===== src/hw/rtl/nht_pkg.sv =====
// Node health table: shared widths, item codes, status codes and the queued command type.
// No dependencies; imported by every module of the block except nht_ram.
`default_nettype none

package nht_pkg;

  localparam int KIND_W    = 3;
  localparam int IDX_W     = 4;
  localparam int NOW_W     = 32;
  localparam int LOAD_W    = 10;
  localparam int TASK_W    = 16;
  localparam int TIMEOUT_W = 31;
  localparam int CFG_W     = 31;
  localparam int CFG_IDX_W = 2;
  localparam int QDEPTH    = 2;

  localparam logic [KIND_W-1:0] KIND_REG    = 3'd0;
  localparam logic [KIND_W-1:0] KIND_UNREG  = 3'd1;
  localparam logic [KIND_W-1:0] KIND_BEAT   = 3'd2;
  localparam logic [KIND_W-1:0] KIND_REPORT = 3'd3;
  localparam logic [KIND_W-1:0] KIND_QUERY  = 3'd4;
  localparam logic [KIND_W-1:0] KIND_SWEEP  = 3'd5;

  localparam logic [1:0] ST_IDLE = 2'd0;
  localparam logic [1:0] ST_OVER = 2'd1;
  localparam logic [1:0] ST_DOWN = 2'd2;

  localparam logic [CFG_IDX_W-1:0] CFG_TIMEOUT = 2'd0;
  localparam logic [CFG_IDX_W-1:0] CFG_CPU     = 2'd1;
  localparam logic [CFG_IDX_W-1:0] CFG_MEM     = 2'd2;
  localparam logic [CFG_IDX_W-1:0] CFG_TASK    = 2'd3;

  localparam logic [TIMEOUT_W-1:0] TIMEOUT_RST = 31'd30000;
  localparam logic [LOAD_W-1:0]    CPU_RST     = 10'd800;
  localparam logic [LOAD_W-1:0]    MEM_RST     = 10'd800;
  localparam logic [TASK_W-1:0]    TASK_RST    = 16'd100;
  localparam logic [LOAD_W-1:0]    LOAD_MAX    = 10'd1000;

  typedef struct packed {
    logic [KIND_W-1:0] kind;
    logic [IDX_W-1:0]  idx;
    logic              in_range;
    logic [NOW_W-1:0]  now;
    logic              over;
  } cmd_t;

endpackage

`default_nettype wire


===== src/hw/rtl/nht_ram.sv =====
// Generic single-write, single-read RAM with registered read data.
// No dependencies.
`default_nettype none

module nht_ram #(
  parameter int WIDTH = 34,
  parameter int DEPTH = 16
) (
  input  wire logic                                   clk_i,
  input  wire logic                                   we_i,
  input  wire logic [(DEPTH > 1 ? $clog2(DEPTH) : 1)-1:0] waddr_i,
  input  wire logic [WIDTH-1:0]                       wdata_i,
  input  wire logic [(DEPTH > 1 ? $clog2(DEPTH) : 1)-1:0] raddr_i,
  output logic      [WIDTH-1:0]                       rdata_o
);

  logic [WIDTH-1:0] mem_q [DEPTH];

  always_ff @(posedge clk_i) begin
    if (we_i) begin
      mem_q[waddr_i] <= wdata_i;
    end
    rdata_o <= mem_q[raddr_i];
  end

endmodule

`default_nettype wire


===== src/hw/rtl/nht_front.sv =====
// Front end: accepts items, saturates loads, checks limits and slot range, builds commands.
// Depends on nht_pkg.
`default_nettype none

module nht_front
  import nht_pkg::*;
#(
  parameter int NODES = 16
) (
  input  wire logic              start_i,
  input  wire logic              full_i,
  input  wire logic [KIND_W-1:0] kind_i,
  input  wire logic [IDX_W-1:0]  node_index_i,
  input  wire logic [NOW_W-1:0]  now_ms_i,
  input  wire logic [LOAD_W-1:0] cpu_load_i,
  input  wire logic [LOAD_W-1:0] mem_load_i,
  input  wire logic [TASK_W-1:0] task_count_i,
  input  wire logic [LOAD_W-1:0] cpu_limit_i,
  input  wire logic [LOAD_W-1:0] mem_limit_i,
  input  wire logic [TASK_W-1:0] task_limit_i,
  output logic                   push_o,
  output cmd_t                   cmd_o
);

  logic [LOAD_W-1:0] cpu_sat, mem_sat;

  assign cpu_sat = (cpu_load_i > LOAD_MAX) ? LOAD_MAX : cpu_load_i;
  assign mem_sat = (mem_load_i > LOAD_MAX) ? LOAD_MAX : mem_load_i;

  assign push_o = start_i && !full_i;

  always_comb begin
    cmd_o.kind     = kind_i;
    cmd_o.idx      = node_index_i;
    cmd_o.in_range = (32'(node_index_i) < NODES);
    cmd_o.now      = now_ms_i;
    cmd_o.over     = (cpu_sat > cpu_limit_i) || (mem_sat > mem_limit_i) ||
                     (task_count_i > task_limit_i);
  end

endmodule

`default_nettype wire


===== src/hw/rtl/nht_queue.sv =====
// Short command queue between the front end and the table engine.
// Depends on nht_pkg.
`default_nettype none

module nht_queue
  import nht_pkg::*;
(
  input  wire logic clk_i,
  input  wire logic rst_ni,
  input  wire logic push_i,
  input  wire cmd_t cmd_i,
  input  wire logic pop_i,
  output logic      full_o,
  output logic      valid_o,
  output cmd_t      cmd_o
);

  localparam int PtrW = (QDEPTH > 1) ? $clog2(QDEPTH) : 1;
  localparam int CntW = $clog2(QDEPTH + 1);

  cmd_t            ent_q [QDEPTH];
  logic [PtrW-1:0] wr_q, wr_d, rd_q, rd_d;
  logic [CntW-1:0] cnt_q, cnt_d;

  assign full_o  = (cnt_q == CntW'(QDEPTH));
  assign valid_o = (cnt_q != '0);
  assign cmd_o   = ent_q[rd_q];

  always_comb begin
    wr_d  = wr_q;
    rd_d  = rd_q;
    cnt_d = cnt_q;
    if (push_i) begin
      wr_d = (wr_q == PtrW'(QDEPTH - 1)) ? '0 : wr_q + 1'b1;
    end
    if (pop_i) begin
      rd_d = (rd_q == PtrW'(QDEPTH - 1)) ? '0 : rd_q + 1'b1;
    end
    if (push_i && !pop_i) begin
      cnt_d = cnt_q + 1'b1;
    end else if (pop_i && !push_i) begin
      cnt_d = cnt_q - 1'b1;
    end
  end

  always_ff @(posedge clk_i or negedge rst_ni) begin
    if (!rst_ni) begin
      wr_q  <= '0;
      rd_q  <= '0;
      cnt_q <= '0;
    end else begin
      wr_q  <= wr_d;
      rd_q  <= rd_d;
      cnt_q <= cnt_d;
    end
  end

  always_ff @(posedge clk_i) begin
    if (push_i) begin
      ent_q[wr_q] <= cmd_i;
    end
  end

endmodule

`default_nettype wire


===== src/hw/rtl/nht_back.sv =====
// Table engine: valid bits, status/timestamp RAM, per-slot read-modify-write and the sweep.
// Depends on nht_pkg and nht_ram.
`default_nettype none

module nht_back
  import nht_pkg::*;
#(
  parameter int NODES     = 16,
  parameter int TIME_BITS = 32
) (
  input  wire logic                 clk_i,
  input  wire logic                 rst_ni,
  input  wire logic                 q_valid_i,
  input  wire cmd_t                 q_cmd_i,
  input  wire logic [TIMEOUT_W-1:0] timeout_i,
  output logic                      q_pop_o,
  output logic                      res_valid_o,
  output logic                      res_ok_o,
  output logic [1:0]                res_status_o,
  output logic                      res_known_o
);

  localparam int IdxSpan = 2 ** IDX_W;
  localparam int Slots   = (NODES < IdxSpan) ? NODES : IdxSpan;
  localparam int Aw      = (Slots > 1) ? $clog2(Slots) : 1;
  localparam int Dw      = 2 + TIME_BITS;
  localparam int Cw      = (TIME_BITS > TIMEOUT_W) ? TIME_BITS : TIMEOUT_W;

  typedef enum logic [3:0] {
    BK_IDLE  = 4'b0001,
    BK_EXEC  = 4'b0010,
    BK_SW_RD = 4'b0100,
    BK_SW_EX = 4'b1000
  } back_state_e;

  back_state_e          state_q, state_d;
  cmd_t                 cmd_q, cmd_d;
  logic [Aw-1:0]        cnt_q, cnt_d;
  logic [Slots-1:0]     valid_q, valid_d;
  logic                 res_valid_q, res_valid_d;
  logic                 res_ok_q, res_ok_d;
  logic [1:0]           res_status_q, res_status_d;
  logic                 res_known_q, res_known_d;

  logic                 ram_we;
  logic [Aw-1:0]        ram_waddr, ram_raddr, slot;
  logic [Dw-1:0]        ram_wdata, ram_rdata;
  logic [1:0]           rd_status, new_status;
  logic [TIME_BITS-1:0] rd_time, new_time, now_t, age;
  logic                 cur_v, new_v, sw_last;

  nht_ram #(
    .WIDTH(Dw),
    .DEPTH(Slots)
  ) u_ram (
    .clk_i  (clk_i),
    .we_i   (ram_we),
    .waddr_i(ram_waddr),
    .wdata_i(ram_wdata),
    .raddr_i(ram_raddr),
    .rdata_o(ram_rdata)
  );

  assign rd_status = ram_rdata[Dw-1 -: 2];
  assign rd_time   = ram_rdata[TIME_BITS-1:0];
  assign now_t     = TIME_BITS'(cmd_q.now);
  assign age       = now_t - rd_time;
  assign slot      = Aw'(cmd_q.idx);
  assign sw_last   = (cnt_q == Aw'(Slots - 1));
  assign cur_v     = cmd_q.in_range && valid_q[slot];

  always_comb begin
    state_d      = state_q;
    cmd_d        = cmd_q;
    cnt_d        = cnt_q;
    valid_d      = valid_q;
    q_pop_o      = 1'b0;
    ram_raddr    = cnt_q;
    ram_we       = 1'b0;
    ram_waddr    = slot;
    new_v        = cur_v;
    new_status   = rd_status;
    new_time     = rd_time;
    res_valid_d  = 1'b0;
    res_ok_d     = 1'b0;
    res_status_d = ST_DOWN;
    res_known_d  = 1'b0;

    unique case (state_q)
      BK_IDLE: begin
        ram_raddr = Aw'(q_cmd_i.idx);
        if (q_valid_i) begin
          q_pop_o = 1'b1;
          cmd_d   = q_cmd_i;
          cnt_d   = '0;
          state_d = (q_cmd_i.kind == KIND_SWEEP) ? BK_SW_RD : BK_EXEC;
        end
      end
      BK_EXEC: begin
        case (cmd_q.kind)
          KIND_REG: begin
            if (cmd_q.in_range && !cur_v) begin
              new_v      = 1'b1;
              new_status = ST_IDLE;
              new_time   = now_t;
              ram_we     = 1'b1;
              res_ok_d   = 1'b1;
            end
          end
          KIND_UNREG: begin
            if (cur_v) begin
              new_v    = 1'b0;
              res_ok_d = 1'b1;
            end
          end
          KIND_BEAT: begin
            if (cur_v) begin
              new_time = now_t;
              if (rd_status == ST_DOWN) begin
                new_status = ST_IDLE;
              end
              ram_we   = 1'b1;
              res_ok_d = 1'b1;
            end
          end
          KIND_REPORT: begin
            if (cur_v) begin
              if (cmd_q.over) begin
                new_status = ST_OVER;
              end else if (rd_status == ST_OVER) begin
                new_status = ST_IDLE;
              end
              ram_we   = 1'b1;
              res_ok_d = 1'b1;
            end
          end
          KIND_QUERY: res_ok_d = cur_v;
          default: ;
        endcase
        if (cmd_q.in_range) begin
          valid_d[slot] = new_v;
        end
        res_valid_d  = 1'b1;
        res_known_d  = new_v;
        res_status_d = new_v ? new_status : ST_DOWN;
        state_d      = BK_IDLE;
      end
      BK_SW_RD: begin
        state_d = BK_SW_EX;
      end
      BK_SW_EX: begin
        ram_raddr = cnt_q + 1'b1;
        ram_waddr = cnt_q;
        if (valid_q[cnt_q] && (Cw'(age) > Cw'(timeout_i))) begin
          new_status = ST_DOWN;
          ram_we     = 1'b1;
        end
        cnt_d = cnt_q + 1'b1;
        if (sw_last) begin
          res_valid_d  = 1'b1;
          res_ok_d     = 1'b1;
          res_status_d = ST_IDLE;
          res_known_d  = 1'b0;
          state_d      = BK_IDLE;
        end
      end
      default: state_d = BK_IDLE;
    endcase
  end

  assign ram_wdata = {new_status, new_time};

  always_ff @(posedge clk_i or negedge rst_ni) begin
    if (!rst_ni) begin
      state_q     <= BK_IDLE;
      valid_q     <= '0;
      cnt_q       <= '0;
      res_valid_q <= 1'b0;
    end else begin
      state_q     <= state_d;
      valid_q     <= valid_d;
      cnt_q       <= cnt_d;
      res_valid_q <= res_valid_d;
    end
  end

  always_ff @(posedge clk_i) begin
    cmd_q        <= cmd_d;
    res_ok_q     <= res_ok_d;
    res_status_q <= res_status_d;
    res_known_q  <= res_known_d;
  end

  assign res_valid_o  = res_valid_q;
  assign res_ok_o     = res_ok_q;
  assign res_status_o = res_status_q;
  assign res_known_o  = res_known_q;

  a_no_back_to_back_results : assert property (@(posedge clk_i) disable iff (!rst_ni)
    res_valid_q |=> !res_valid_q)
    else $error("results on consecutive cycles");

  a_sweep_covers_all_slots : assert property (@(posedge clk_i) disable iff (!rst_ni)
    (state_q == BK_SW_EX) && (state_d == BK_IDLE) |-> (cnt_q == Aw'(Slots - 1)))
    else $error("sweep ended early");

  a_write_in_range : assert property (@(posedge clk_i) disable iff (!rst_ni)
    ram_we && (state_q == BK_EXEC) |-> cmd_q.in_range)
    else $error("table write to a slot out of range");

endmodule

`default_nettype wire


===== src/hw/rtl/node_health_table_core.sv =====
// When the engine is idle, an accepted item passes through the command queue and the engine's
// command register before the registered result strobe rises. A single-slot item is a read
// then a write of one RAM entry; a sweep steps through all min(NODES,16) slots. A 2-entry command
// queue takes items meanwhile; busy is high while it is full. The receiver cannot stall results.
// Reset clears valid bits and queue, sets config registers to defaults; the RAM is not cleared.
// Depends on nht_pkg, nht_front, nht_queue, nht_back, nht_ram.
`default_nettype none

module node_health_table_core
  import nht_pkg::*;
#(
  parameter int NODES     = 16,
  parameter int TIME_BITS = 32
) (
  input  wire logic                 clk_i,
  input  wire logic                 rst_ni,
  input  wire logic                 start,
  output logic                      busy,
  input  wire logic [KIND_W-1:0]    kind_i,
  input  wire logic [IDX_W-1:0]     node_index_i,
  input  wire logic [NOW_W-1:0]     now_ms_i,
  input  wire logic [LOAD_W-1:0]    cpu_load_i,
  input  wire logic [LOAD_W-1:0]    mem_load_i,
  input  wire logic [TASK_W-1:0]    task_count_i,
  input  wire logic                 cfg_we_i,
  input  wire logic [CFG_IDX_W-1:0] cfg_index_i,
  input  wire logic [CFG_W-1:0]     cfg_data_i,
  output logic                      result_valid_o,
  output logic                      ok_o,
  output logic [1:0]                node_status_o,
  output logic                      known_o
);

  logic [TIMEOUT_W-1:0] timeout_q;
  logic [LOAD_W-1:0]    cpu_limit_q, mem_limit_q;
  logic [TASK_W-1:0]    task_limit_q;

  logic push, full, q_valid, q_pop;
  cmd_t front_cmd, q_cmd;

  always_ff @(posedge clk_i or negedge rst_ni) begin
    if (!rst_ni) begin
      timeout_q    <= TIMEOUT_RST;
      cpu_limit_q  <= CPU_RST;
      mem_limit_q  <= MEM_RST;
      task_limit_q <= TASK_RST;
    end else if (cfg_we_i) begin
      unique case (cfg_index_i)
        CFG_TIMEOUT: timeout_q    <= cfg_data_i[TIMEOUT_W-1:0];
        CFG_CPU:     cpu_limit_q  <= cfg_data_i[LOAD_W-1:0];
        CFG_MEM:     mem_limit_q  <= cfg_data_i[LOAD_W-1:0];
        CFG_TASK:    task_limit_q <= cfg_data_i[TASK_W-1:0];
        default: ;
      endcase
    end
  end

  nht_front #(
    .NODES(NODES)
  ) u_front (
    .start_i     (start),
    .full_i      (full),
    .kind_i      (kind_i),
    .node_index_i(node_index_i),
    .now_ms_i    (now_ms_i),
    .cpu_load_i  (cpu_load_i),
    .mem_load_i  (mem_load_i),
    .task_count_i(task_count_i),
    .cpu_limit_i (cpu_limit_q),
    .mem_limit_i (mem_limit_q),
    .task_limit_i(task_limit_q),
    .push_o      (push),
    .cmd_o       (front_cmd)
  );

  nht_queue u_queue (
    .clk_i  (clk_i),
    .rst_ni (rst_ni),
    .push_i (push),
    .cmd_i  (front_cmd),
    .pop_i  (q_pop),
    .full_o (full),
    .valid_o(q_valid),
    .cmd_o  (q_cmd)
  );

  nht_back #(
    .NODES    (NODES),
    .TIME_BITS(TIME_BITS)
  ) u_back (
    .clk_i       (clk_i),
    .rst_ni      (rst_ni),
    .q_valid_i   (q_valid),
    .q_cmd_i     (q_cmd),
    .timeout_i   (timeout_q),
    .q_pop_o     (q_pop),
    .res_valid_o (result_valid_o),
    .res_ok_o    (ok_o),
    .res_status_o(node_status_o),
    .res_known_o (known_o)
  );

  assign busy = full;

endmodule

`default_nettype wire


===== config.mk =====
export PLATFORM = sky130hd
export DESIGN_NAME = node_health_table_core
export DESIGN_NICKNAME = d
export VERILOG_FILES = /design/src/hw/rtl/nht_pkg.sv /design/src/hw/rtl/nht_ram.sv /design/src/hw/rtl/nht_front.sv /design/src/hw/rtl/nht_queue.sv /design/src/hw/rtl/nht_back.sv /design/src/hw/rtl/node_health_table_core.sv
export SDC_FILE = /design/constraint.sdc
export NUM_CORES = 1
export LEC_CHECK = 0
export ABC_AREA = 1
export BUFFER_PORTS_ARGS = -buffer_cell sky130_fd_sc_hd__clkbuf_2
export CORE_MARGIN = 4
export CORE_UTILIZATION = 63
export CTS_CLUSTER_SIZE = 10
export DETAILED_ROUTE_END_ITERATION = 6
export PLACE_DENSITY = 0.81
export SLEW_MARGIN = 40
export SYNTH_ARGS = -nofsm -noshare
export SYNTH_HDL_FRONTEND = slang
export SYNTH_HIERARCHICAL = 1
export SYNTH_SLANG_ARGS = --single-unit

===== constraint.sdc =====
create_clock -name clk_i -period 6.51 [get_ports clk_i]
set_input_delay 0.9765 -clock clk_i [delete_from_list [all_inputs] [get_ports clk_i]]
set_output_delay 0.9765 -clock clk_i [all_outputs]
set_load 0.02 [all_outputs]

==> qor.csv <==
metric;value;unit
crit_fanout;22;
worst_slack;1070;ps
max_stage_delay;590;ps
worst_pin_slew;811;ps
syn_nets;4173;
pwr_density_cell;502;mW/mm2
synth_cells;3960;
cts_max_level;3;
ctsHoldBuffers;0;
synth_cell_types;54;
rr_worst_depth;30;
synthTopCellsByArea;edfxtp_1, nand2_1, nand3_1, inv_1, dfrtp_1;
routed_via_density;5.78;
syn_to_final_growth;10.1;%
hp-class;input port to async pin;
syn_area_per_cell;9.75;um2
crit_path_top_delay_cell;nor2_4;
core_area;0.0605;mm2
postPlaceCellArea;0.0399;mm2
final_antenna_net_count;0;
drt_iter0_markers;3098;
wl_per_cell;19.9;um
holdWs;352;ps
fin_crit;5440;ps
cts_buffers;91;
yosysSeqAreaShare;60.1;%
max_cap_viol_count;0;
finalSetupViolations;0;
crit_end;u_back/u_ram/mem_q[15][13];
overflow;0;
synth.top_cell.area_share;51.9;%
setup-tns-final;0;ps
rsz0062_at_grt;false;
cts_tree;yes;
synth_area;0.0386;mm2
io_pins;118;
final_nets;4222;
die_area;0.0653;mm2
dp.cells;4697;
cp-startpoint;u_back/now_t[2];
critical_path_required;6850;ps
fp.dieW;256;um
antenna_found_initial;1;
cts.sinks;801;
finClkSkew;31.2;ps
dpl_worst_slack;1150;ps
nFillCells;4167;
leakagePower;18.8;nW
regToRegEndpoint;u_back/u_ram/mem_q[15][13];
crit_type;register to register;
utilization;70.3;%
final_area;0.0425;mm2
drc;0;
timing.rr.start;u_back/now_t[2];
drive_gt1_share;11.0;%
drt-pass1-iter-count;5;
synthFlopType;edfxtp_1;
hold_viol;0;
slew_viol_final;0;
synth-edff-count;667;
cp-end-kind;register;
start_util;63.9;%
fmax;0.184;GHz
num_rows;90;
totalWireLength;96.5;mm
slew-limit-headroom;45.3;%
cts_setup_buffers;0;
hpwl;61.7;mm
grt_max_degree;187;
path_clk_slew;60;ps
grt_pass1_vias;27000;
status;finished clean;
power.total;21.4;mW
ys_ff_latch;801;
final_cells;4846;
r2r_setup_slack;1070;ps
io_buffers;117;
dr_total_vias;28000;
peakVddDrop;0.351;mV
crit_arrival;5780;ps
worstSetupStartpointType;register;
clk_latency;650;ps
dieHeight;256;um
cpMostUsedCell;nand2_1;
synth_top_area_cell;edfxtp_1;
ctsRootBufferMaster;clkbuf_16;
ctsResizeCount;0;
period_share;83.6;%
ys_warn_count;6;
grt_pass1_wl;150;mm
async_flop_share;12.0;%
cts.path.max_buffers;3;
place_congestion;0.950;
grt_usage;29.0;%
==> per-layer routing <==
layer / GRT usage [%] / share of wire, %
met3: 3.85 / 8.5
met1: 38.7 / 39
met4: 14.2 / 5.1
met2: 47.5 / 48
met5: 0 / 0
==> sequential cells by signal, indices dropped and copies added, names as in the netlist, 2 cells and up <==
register and count:
u_back/now_t 32, u_queue/cnt_q 2, u_queue/ent_q 82, u_back/slot 4
u_back/res_status_o 2, u_back/u_ram/rdata_o 34, u_back/cmd_q 5, u_back/valid_q 16
mem_limit_q 10, u_back/cnt_q 4, cpu_limit_q 10, timeout_q 31
u_back/state_q 4, u_back/u_ram/mem_q 544, task_limit_q 16
==> worst min path at each step <==
| stage | start | endpoint | slack [ps] | cells after the start |
|---|---|---|---|---|
| 2_1_floorplan | u_queue/cnt_q[1] | u_queue/cnt_q[1] | 440 | 2 |
| 3_3_place_gp | cpu_limit_q[5] | cpu_limit_q[5] | 450 | 2 |
| 3_5_place_dp | cpu_limit_q[5] | cpu_limit_q[5] | 450 | 2 |
| 4_1_cts | rst_ni | u_queue/cnt_q[0] | 370 | 1 |
| 5_1_grt | rst_ni | u_queue/wr_q | 410 | 1 |
| 6_report | rst_ni | u_queue/cnt_q[0] | 350 | 1 |
==> Yosys cell counts, types with 3 or more instances <==
master,count
buf_2,91
mux2_4,39
a22oi_1,5
o211ai_1,5
nor2_2,4
xor2_1,19
nand3_1,515
nor4_1,3
dfrtp_1,79
xnor2_1,13
o21ai_1,16
o221ai_1,4
buf_1,15
o21bai_1,3
inv_1,637
ha_1,100
a21o_1,5
mux2i_1,3
a21oi_1,144
edfxtp_1,667
buf_4,57
o211ai_2,29
nand3_2,3
inv_2,10
nor2_1,126
o31ai_1,7
dfxtp_1,38
o21ai_0,69
a31oi_1,4
nand4_1,48
nor3_1,11
nand2_1,1084
nand2_2,4
clkbuf_1,50
dfstp_2,17
buf_12,4
buf_6,7
==> cell families (layout without fill, tap and decap cells) <==
family                   Yosys count  in the layout  share of synthesized area (%)
AND/OR/NAND/NOR                 1806           1806                           19.8
other                              1              2                        0.00971
adder cells (fa/ha/maj)          101            101                           3.29
AO/OA/AOI/OAI                    303            303                           4.80
XOR/XNOR                          32             32                          0.726
buffers and inverters            872            975                           9.63
multiplexers                      44             44                           1.65
flip-flops                       801            801                           60.1
==> cell type report <==
cell class	instances	area, um2	share of cell area (%)
clock buffers	138	2480	5.84
multi-input cells	2287	12100	28.3
well taps	782	978	2.30
clock inverters	9	128	0.300
inverters	648	2440	5.74
diodes	1	2.50	0.00588
repair buffers	180	1230	2.88
flip-flops and latches	801	23200	54.6
==> worst max-delay path: cells and delay by family (launching register included) <==
kind | cells | cell delay [ps]
buffers and inverters | 1 | 270
AOI/OAI and AO/OA | 5 | 920
DFF | 1 | 430
adders and majority gates | 2 | 690
xor gates and xnor gates | 1 | 160
and+or+nand+nor | 21 | 2640
==> placed cells by master (no fill, tap or decap), types with 7 or more instances in the layout <==
cell type,instances
mux2_4,39
buf_4,50
a21oi_1,123
clkbuf_16,92
o31ai_1,7
o21ai_1,16
xnor2_1,13
ha_1,100
inv_2,8
xor2_1,19
nor3_1,10
o21ai_0,69
dfxtp_1,38
a21oi_2,10
nor2_1,105
buf_12,11
nand3_1,512
a21oi_4,11
dfrtp_1,78
dfstp_2,17
nor2_4,22
nand4_1,48
clkbuf_2,116
o211ai_2,29
nand2_1,1083
inv_1,637
clkbuf_1,45
edfxtp_1,667
==> power breakdown <==
group,leakage (nW),switching [mW],internal [mW]
combinational,10.0,6.73,2.86
sequential,7.55,0.376,6.84
clock,1.25,1.95,2.62
total,18.8,9.06,12.3
(Power assumes the default switching activity.)
